`config.mk`:
```
export PLATFORM = sky130hd
export DESIGN_NAME = otf_coord
export DESIGN_NICKNAME = d
export VERILOG_FILES = /design/src/design/orthic_triangle_feet_top_macros.svh /design/src/design/otf_pkg.sv /design/src/design/otf_coord.sv
export SDC_FILE = /design/constraint.sdc
export NUM_CORES = 2
export LEC_CHECK = 0
export BUFFER_PORTS_ARGS = -buffer_cell sky130_fd_sc_hd__buf_2
export CORE_MARGIN = 3
export CORE_UTILIZATION = 40
export CTS_BUF_LIST = sky130_fd_sc_hd__clkbuf_4 sky130_fd_sc_hd__clkbuf_8
export DETAILED_ROUTE_END_ITERATION = 7
export GPL_TIMING_DRIVEN = 0
export PLACE_DENSITY_LB_ADDON = 0.3
export REMOVE_ABC_BUFFERS = 1
export SKIP_CTS_REPAIR_TIMING = 1
export SYNTH_ARGS = -nofsm -noshare
export SYNTH_HDL_FRONTEND = slang
export SYNTH_SLANG_ARGS = --single-unit
```
`constraint.sdc`:
```
create_clock -name clk -period 5.94 [get_ports clk]
set_input_delay 0.594 -clock clk [delete_from_list [all_inputs] [get_ports clk]]
set_output_delay 0.594 -clock clk [all_outputs]
set_load 0.005 [all_outputs]
```
`src/design/orthic_triangle_feet_top_macros.svh`:
```
// ---------------------------------------------------------------------------
// Orthic triangle feet: assertion macros
// Shared concurrent assertion forms, clocked on clk and disabled in reset.
// ---------------------------------------------------------------------------
`ifndef ORTHIC_TRIANGLE_FEET_TOP_MACROS_SVH
`define ORTHIC_TRIANGLE_FEET_TOP_MACROS_SVH

// same-cycle implication
`define OTF_ASSERT_NOW(lbl, ante, cons, msg) \
  lbl: assert property (@(posedge clk) disable iff (rst) (ante) |-> (cons)) \
    else $error(msg);

// next-cycle implication
`define OTF_ASSERT_NEXT(lbl, ante, cons, msg) \
  lbl: assert property (@(posedge clk) disable iff (rst) (ante) |=> (cons)) \
    else $error(msg);

`endif

```
`src/design/otf_pkg.sv`:
```
// ---------------------------------------------------------------------------
// Orthic triangle feet: package
// Types and constants shared by the top level and the coordinate unit.
// ---------------------------------------------------------------------------
`timescale 1ns / 1ps

package otf_pkg;

  localparam int unsigned FEET   = 3;
  localparam int unsigned COORDS = 2 * FEET;

  // status that travels alongside each coordinate lane
  typedef struct packed {
    logic valid;
    logic zero;   // base side of zero length
    logic clip;   // coordinate saturated
  } otf_flag_t;

endpackage

```
`src/design/otf_coord.sv`:
```
// ---------------------------------------------------------------------------
// Orthic triangle feet: coordinate unit
// round(p + num*dk/den), halves away from zero, saturated; pipelined
// multiply, one quotient bit per stage, then round and clamp.
// ---------------------------------------------------------------------------
`timescale 1ns / 1ps

module otf_coord
  import otf_pkg::*;
#(
  parameter int N = 16
) (
  input  logic                   clk,
  input  logic                   rst,
  input  logic                   en,
  input  logic                   in_valid,
  input  logic signed [N-1:0]    p,
  input  logic signed [2*N+2:0]  num,
  input  logic signed [N:0]      dk,
  input  logic        [2*N+1:0]  den,
  output logic signed [N-1:0]    value,
  output otf_flag_t              flag
);

  localparam int A_W   = 2 * N + 2;   // |num|
  localparam int AD_W  = N + 1;       // |dk|
  localparam int H     = N + 1;       // split point of |num|
  localparam int PP_W  = H + AD_W;
  localparam int P_W   = A_W + AD_W;  // full product
  localparam int Q_W   = N + 2;       // quotient bits
  localparam int DEN_W = 2 * N + 2;
  localparam int N_W   = N + 4;       // sum before clamp

  localparam logic signed [N_W-1:0] LIM_HI = N_W'((64'sd1 <<< (N - 1)) - 64'sd1);
  localparam logic signed [N_W-1:0] LIM_LO = -N_W'(64'sd1 <<< (N - 1));

  // ---- C1: magnitudes and sign
  logic               v1, neg1, zero1;
  logic [A_W-1:0]     an1;
  logic [AD_W-1:0]    ad1;
  logic [DEN_W-1:0]   den1;
  logic signed [N-1:0] p1;

  always_ff @(posedge clk) begin
    if (rst) begin
      v1 <= 1'b0;
    end else if (en) begin
      v1 <= in_valid;
    end
  end

  always_ff @(posedge clk) begin
    if (en) begin
      neg1  <= num[2*N+2] ^ dk[N];
      an1   <= num[2*N+2] ? A_W'(-num) : A_W'(num);
      ad1   <= dk[N] ? AD_W'(-dk) : AD_W'(dk);
      zero1 <= (den == '0);
      den1  <= den;
      p1    <= p;
    end
  end

  // ---- C2: two partial products
  logic               v2, neg2, zero2;
  logic [PP_W-1:0]    pp_lo2, pp_hi2;
  logic [DEN_W-1:0]   den2;
  logic signed [N-1:0] p2;

  always_ff @(posedge clk) begin
    if (rst) begin
      v2 <= 1'b0;
    end else if (en) begin
      v2 <= v1;
    end
  end

  always_ff @(posedge clk) begin
    if (en) begin
      pp_lo2 <= an1[H-1:0] * ad1;
      pp_hi2 <= an1[A_W-1:H] * ad1;
      neg2   <= neg1;
      zero2  <= zero1;
      den2   <= den1;
      p2     <= p1;
    end
  end

  // ---- divider: stage 0 loaded from the summed product
  logic [P_W-1:0] prod;
  assign prod = {pp_hi2, {H{1'b0}}} + P_W'(pp_lo2);

  logic               v_s    [0:Q_W];
  logic [DEN_W-1:0]   r_s    [0:Q_W];
  logic [Q_W-1:0]     w_s    [0:Q_W];   // dividend low bits, then quotient
  logic [DEN_W-1:0]   den_s  [0:Q_W];
  logic               neg_s  [0:Q_W];
  logic               zero_s [0:Q_W];
  logic signed [N-1:0] p_s   [0:Q_W];

  always_ff @(posedge clk) begin
    if (rst) begin
      v_s[0] <= 1'b0;
    end else if (en) begin
      v_s[0] <= v2;
    end
  end

  always_ff @(posedge clk) begin
    if (en) begin
      r_s[0]    <= {1'b0, prod[P_W-1:Q_W]};
      w_s[0]    <= prod[Q_W-1:0];
      den_s[0]  <= den2;
      neg_s[0]  <= neg2;
      zero_s[0] <= zero2;
      p_s[0]    <= p2;
    end
  end

  for (genvar j = 0; j < Q_W; j++) begin : g_div
    logic [DEN_W:0] t, diff;
    logic           ge;

    assign t    = {r_s[j], w_s[j][Q_W-1]};
    assign diff = t - {1'b0, den_s[j]};
    assign ge   = (t >= {1'b0, den_s[j]});

    always_ff @(posedge clk) begin
      if (rst) begin
        v_s[j+1] <= 1'b0;
      end else if (en) begin
        v_s[j+1] <= v_s[j];
      end
    end

    always_ff @(posedge clk) begin
      if (en) begin
        r_s[j+1]    <= ge ? diff[DEN_W-1:0] : t[DEN_W-1:0];
        w_s[j+1]    <= {w_s[j][Q_W-2:0], ge};
        den_s[j+1]  <= den_s[j];
        neg_s[j+1]  <= neg_s[j];
        zero_s[j+1] <= zero_s[j];
        p_s[j+1]    <= p_s[j];
      end
    end
  end

  // ---- F1: floor of signed quotient, add base
  logic                   vf1, zerof1;
  logic signed [N_W-1:0]  nf1;
  logic [DEN_W-1:0]       rff1, denf1;
  logic signed [N_W-1:0]  q_ext, qf;
  logic [DEN_W-1:0]       r_fin, rf;

  assign q_ext = $signed({{(N_W-Q_W){1'b0}}, w_s[Q_W]});
  assign r_fin = r_s[Q_W];

  always_comb begin
    if (!neg_s[Q_W]) begin
      qf = q_ext;
      rf = r_fin;
    end else if (r_fin == '0) begin
      qf = -q_ext;
      rf = '0;
    end else begin
      qf = -q_ext - N_W'(1);
      rf = den_s[Q_W] - r_fin;
    end
  end

  always_ff @(posedge clk) begin
    if (rst) begin
      vf1 <= 1'b0;
    end else if (en) begin
      vf1 <= v_s[Q_W];
    end
  end

  always_ff @(posedge clk) begin
    if (en) begin
      nf1    <= N_W'(p_s[Q_W]) + qf;
      rff1   <= rf;
      denf1  <= den_s[Q_W];
      zerof1 <= zero_s[Q_W];
    end
  end

  // ---- F2: round and clamp; this is the result register
  logic                  up;
  logic signed [N_W-1:0] nr;
  logic [DEN_W:0]        twice;

  assign twice = {rff1, 1'b0};

  always_comb begin
    up = 1'b0;
    if (rff1 != '0) begin
      if (!nf1[N_W-1]) begin
        up = (twice >= {1'b0, denf1});
      end else begin
        up = (twice > {1'b0, denf1});
      end
    end
    nr = nf1 + N_W'(up);
  end

  always_ff @(posedge clk) begin
    if (rst) begin
      flag.valid <= 1'b0;
    end else if (en) begin
      flag.valid <= vf1;
    end
    if (en) begin
      flag.zero <= zerof1;
      priority if (zerof1) begin
        value     <= '0;
        flag.clip <= 1'b0;
      end else if (nr > LIM_HI) begin
        value     <= LIM_HI[N-1:0];
        flag.clip <= 1'b1;
      end else if (nr < LIM_LO) begin
        value     <= LIM_LO[N-1:0];
        flag.clip <= 1'b1;
      end else begin
        value     <= nr[N-1:0];
        flag.clip <= 1'b0;
      end
    end
  end

endmodule

```
# Word-level counts from Yosys, hierarchy flattened
# Memory sizes are Yosys's and may differ from the RTL's. A register that Yosys moved wholly into a read port is not among the register bits.
# Index checks and enable logic that the tools add are counted.
# totals
memories	7
input_bits	106
regBits	332
output_inout_bits	19
word_cells	159
ram_bits	1995
# classes
reduce_logical	4
n_lt_le_gt_ge	22
bitwise	20
multipliers	2
muxes	55
addsub	26
# mem_list
name	depth	width	rd	rd_clocked_by_memory_dff	write_ports	line_no	rtl
den_s	19	34	19	0	19	otf_coord.sv:95	logic [DEN_W-1:0] den_s [0:Q_W];
r_s	19	34	19	0	19	otf_coord.sv:93	logic [DEN_W-1:0] r_s [0:Q_W];
w_s	19	18	19	0	19	otf_coord.sv:94	logic [Q_W-1:0] w_s [0:Q_W];
p_s	19	16	19	0	19	otf_coord.sv:98	logic signed [N-1:0] p_s [0:Q_W];
neg_s	19	1	19	0	19	otf_coord.sv:96	logic neg_s [0:Q_W];
v_s	19	1	19	1	19	otf_coord.sv:92	logic v_s [0:Q_W];
+1 memories	--	--	--	--	--	--	
# ops
cell	n
34-bit two-way mux	21
35-bit by 34-bit greater-or-equal comparator with 1-bit output	19
34-bit subtractor	19
34-bit zero test	2
17-bit by 17-bit multiplier with 34-bit output	2
51-bit by 34-bit adder with 51-bit output	1
20-bit two-way mux	2
35-bit by 34-bit > comparator with 1-bit output	1
34-bit negation	1
34-bit nonzero test	1
16-bit two-way mux	2
1-bit two-way mux	29
16-bit by 20-bit adder with 20-bit output	1
20-bit by 1-bit adder with 20-bit output	1
20-bit by 16-bit > comparator with 1-bit output (second input constant)	1
20-bit by 16-bit < comparator with 1-bit output (second input constant)	1
18-bit negation with 20-bit output	1
20-bit by 2-bit subtractor with 20-bit output (second input constant)	1
1-bit bitwise OR	19
17-bit negation	1
15-bit two-way mux	1
2-bit OR reduction	1
1-bit bitwise XOR	1

# Logic depth before layout (Yosys ltp)
# logic_depth
depth_word	7
depth_mapped	27
ltp_nobuf	25

# Worst setup path after synthesis
# No wires, ideal clock.
# synth_path
path_kind	register -> register
start	register an1[5]
end	register pp_lo2[33] (data pin)
t_arrival_ns	6.205
path_stages_with_launch	24
synth_period_minus_slack_ns	6.464
t_required_ns	5.681
path_slack_ns	-0.524
setup_ns	0.259
path_buffers	1
path_cell_list	edfxtp_1 -> clkbuf_1 -> and2_1 -> fa_1 -> inv_1 -> fa_1 -> fa_1 -> fa_1 -> inv_1 -> fa_1 -> inv_1 -> fa_1 -> inv_1 -> ha_1 -> and2_1 -> a311o_1 -> nand4_1 -> a31oi_1 -> a41o_1 -> a21oi_1 -> nor2b_1 -> o31ai_1 -> mux2i_1 -> nor2_1
# synth_between
elab_chain_cells	1
# synth_rtl
element	line_no	rtl
start, declared	otf_coord.sv:39	logic [A_W-1:0] an1;
start signal, assigned	otf_coord.sv:55	an1 <= num[2*N+2] ? A_W'(-num) : A_W'(num);
17-bit by 17-bit multiplier with 34-bit output	otf_coord.sv:79	pp_lo2 <= an1[H-1:0] * ad1;
end signal, assigned	otf_coord.sv:79	
end, declared	otf_coord.sv:65	logic [PP_W-1:0] pp_lo2, pp_hi2;
# No other way between the ends.
# A chain may end at the register's enable or synchronous reset.

# Final worst setup path
# layout_path
start	register ad1[5]
end	register pp_lo2[32] (data pin)
# layout_between
elab_chain_cells	1
# layout_rtl
element	line_no	rtl
start, declared	otf_coord.sv:40	logic [AD_W-1:0] ad1;
start signal, assigned	otf_coord.sv:56	ad1 <= dk[N] ? AD_W'(-dk) : AD_W'(dk);
17-bit by 17-bit multiplier with 34-bit output	otf_coord.sv:79	
# No other way between the ends.

==> impl_metrics.yaml <==
critical_path:
  crit_fanout: 6
  critPathRequiredTime_ns: 6.70
  startpoint: "ad1[5]$_DFFE_PP_"
  worstSetupStartpointType: "flip-flop"
  end_kind: "flip-flop"
  reg2reg_from: "ad1[5]$_DFFE_PP_"
  regToRegSetupSlack_ns: -0.69
  crit_type: "flip-flop to flip-flop"
  worstSetupEndpoint: "pp_lo2[32]$_DFFE_PP_"
  r2r_cells: 24
  r2r-end: "pp_lo2[32]$_DFFE_PP_"
  arrival_ns: 7.39
timing:
  post-route-period-util: 1.12
  setup_ws_ns: -0.690
  timing.fmax_mhz: 151
  clock_skew_ns: 0.0507
  rsz0062_at_grt: "yes"
  drv_slew: 0
  slew_headroom: 0.156
  period_needed_ns: 6.63
  tightestPinTransition_ns: 1.25
  setup_viol: 26
  hold_viol: 0
floorplan:
  dieWidth_um: 585
  core_um2: 334000
  start_util: 0.402
  die_h_um: 585
  die-area_um2: 342000
  rows: 212
  io-pin-count: 125
clocking:
  clkTransAtPathRegs_ns: 0.06
  cts.path.max_buffers: 4
  cts_made_buffers: 405
  cts.sinks: 2328
  ctsRootBufferMaster: "clkbuf_8"
  h-tree-depth: 5
  worstSkewPairLatency_ns: 1.04
  cts_tree: "yes"
logic_synthesis:
  async_flop_share: 0
  syn_inst: 11400
  synth-edff-count: 2324
  syn_area_um2: 134000
  ys_seq_elements: 2328
  synth_ff_type: "edfxtp_1"
  synth_cell_types: 82
  ys_seq_area_frac: 0.521
  synth_area_per_cell_um2: 11.8
  synth_warnings: 0
place:
  pre_cts_ws_ns: -1.90
  dp_hpwl_um: 210000
  place.gp.congestion: 1.01
  io_buffers: 124
outcome:
  violations: "setup timing"
  status: "finished, violations left"
global_route:
  grt_pass1_wl_um: 462000
  gr-total-overflow: 0
  grt_start_max_net_pins: 185
  grtUsageTotal: 0.166
  grt_pass1_vias: 89000
  antenna_found_initial: 11
final_layout:
  final_common_cell: "edfxtp_1"
  drive_gt1_frac: 0.122
  layout_common_cells: "2324 x edfxtp_1, 1435 x inv_1, 908 x ha_1"
  fin_nets: 13500
  area_growth_pct: 14.1
hold_path:
  hold_path_class: "primary input to flip-flop"
  min_path_cells: 3
route:
  viasPerCell: 5.14
  wire_per_inst_um: 17.3
  dr.pass1.iters: 6
  drc: 0
  drt_iter0_markers: 4803
  dr_total_vias: 85900
  ant_nets: 0
  routed_wl_um: 290000
run:
  cap_viol_max_count: 0
-- flip-flops by register name, summed over array words and instances (netlist names), 304 cells and up --
register	flops
r_s	645
den_s	646
p_s	304
w_s	342
-- synthesized netlist by cell type (75+ instances only) --
master	n	area, µm²
nand3_1	162	811
xor2_1	238	2080
fa_1	469	9390
and2_1	327	2050
o21bai_1	95	713
o21a_1	109	818
a21oi_1	709	3550
nand4_1	113	707
mux2_2	271	3050
nor3_1	103	515
nand2_1	844	3170
clkbuf_1	225	845
o21ai_0	571	2860
xnor2_1	484	4240
a21o_1	375	2820
edfxtp_1	2324	69800
nand2b_1	92	576
and3_1	75	469
nor2b_1	115	719
inv_1	1461	5480
ha_1	935	11700
nor2_1	476	1790
-- per-layer routing --
layer | GRT usage | vias up | part of all wire
met5 | 0 | - | 0.00025
li1 | - | 41700 | -
met3 | 0.0215 | 823 | 0.036
met2 | 0.307 | 1979 | 0.52
met1 | 0.184 | 41300 | 0.39
met4 | 0.0872 | 10 | 0.055
-- critical path, stage by stage (launching register included) --
cell	delay [ns]
edfxtp_1	0.42
buf_12	0.18
buf_8	0.13
and2_4	0.13
fa_1	0.55
inv_2	0.04
fa_1	0.47
fa_1	0.50
inv_1	0.05
fa_1	0.50
fa_1	0.54
inv_2	0.04
fa_1	0.50
inv_2	0.05
ha_4	0.22
a21oi_2	0.14
nor2b_1	0.06
o21ai_1	0.14
nand2_1	0.11
nor3_4	0.37
o311ai_2	0.15
or4_4	0.52
a31o_4	0.25
a21oi_4	0.15
xnor2_2	0.12
-- how the worst min path moves through the flow --
stage | start | endpoint | slack (ns)
final | dk[16] | ad1[5]$_DFFE_PP_ | 0.10
after global routing | dk[16] | ad1[6]$_DFFE_PP_ | 0.04
after detailed placement | den1[11]$_DFFE_PP_ | den2[11]$_DFFE_PP_ | 0.40
after floorplan | den1[0]$_DFFE_PP_ | den2[0]$_DFFE_PP_ | 0.40
after CTS | p[4] | p1[4]$_DFFE_PP_ | -0.44
after global placement | w_s[16][1]$_DFFE_PP_ | w_s[17][2]$_DFFE_PP_ | 0.40
-- cell families (layout without fill, tap and decap cells) --
kind of cell,after synthesis,count (layout),synth area share
muxes,301,301,0.0250
DFF,2328,2328,0.521
and+or+nand+nor,2536,2536,0.0924
xor gates and xnor gates,722,722,0.0471
other,0,3,0
buffers and inverters,1708,2665,0.0479
adders and majority gates,1404,1404,0.157
AOI/OAI and AO/OA,2355,2355,0.110
-- stage by stage --
| stage | area [µm²] | hold slack, ns | cells | utilization | TNS, ns |
|---|---|---|---|---|---|
| after CTS | 149000 | -0.441 | 16400 | 0.447 | -41.66 |
| final | 153000 | 0.103 | 16700 | 0.459 | -6.69 |
| after detailed placement | 141000 | 0.405 | 15700 | 0.422 | -39.40 |
| after global routing | 153000 | 0.0385 | 16700 | 0.459 | -12.02 |
| after global placement | 139000 | 0.401 | 15600 | 0.418 | - |
| after floorplan | 133000 | 0.400 | 11100 | - | -3.98 |
-- area by class of cell --
type	count	area (µm²)
sequential	2328	69900
clock inverter	193	1590
timing repair buffer	484	5100
fill	29800	181000
tap	4387	5490
clock buffer	526	6520
inverter	1462	5490
multi-input combinational	7318	59100
antenna	3	7.51
Power is left out: the tool's default activity adds up to more than one toggle a clock period on the data nets, which glitch-free logic cannot reach.
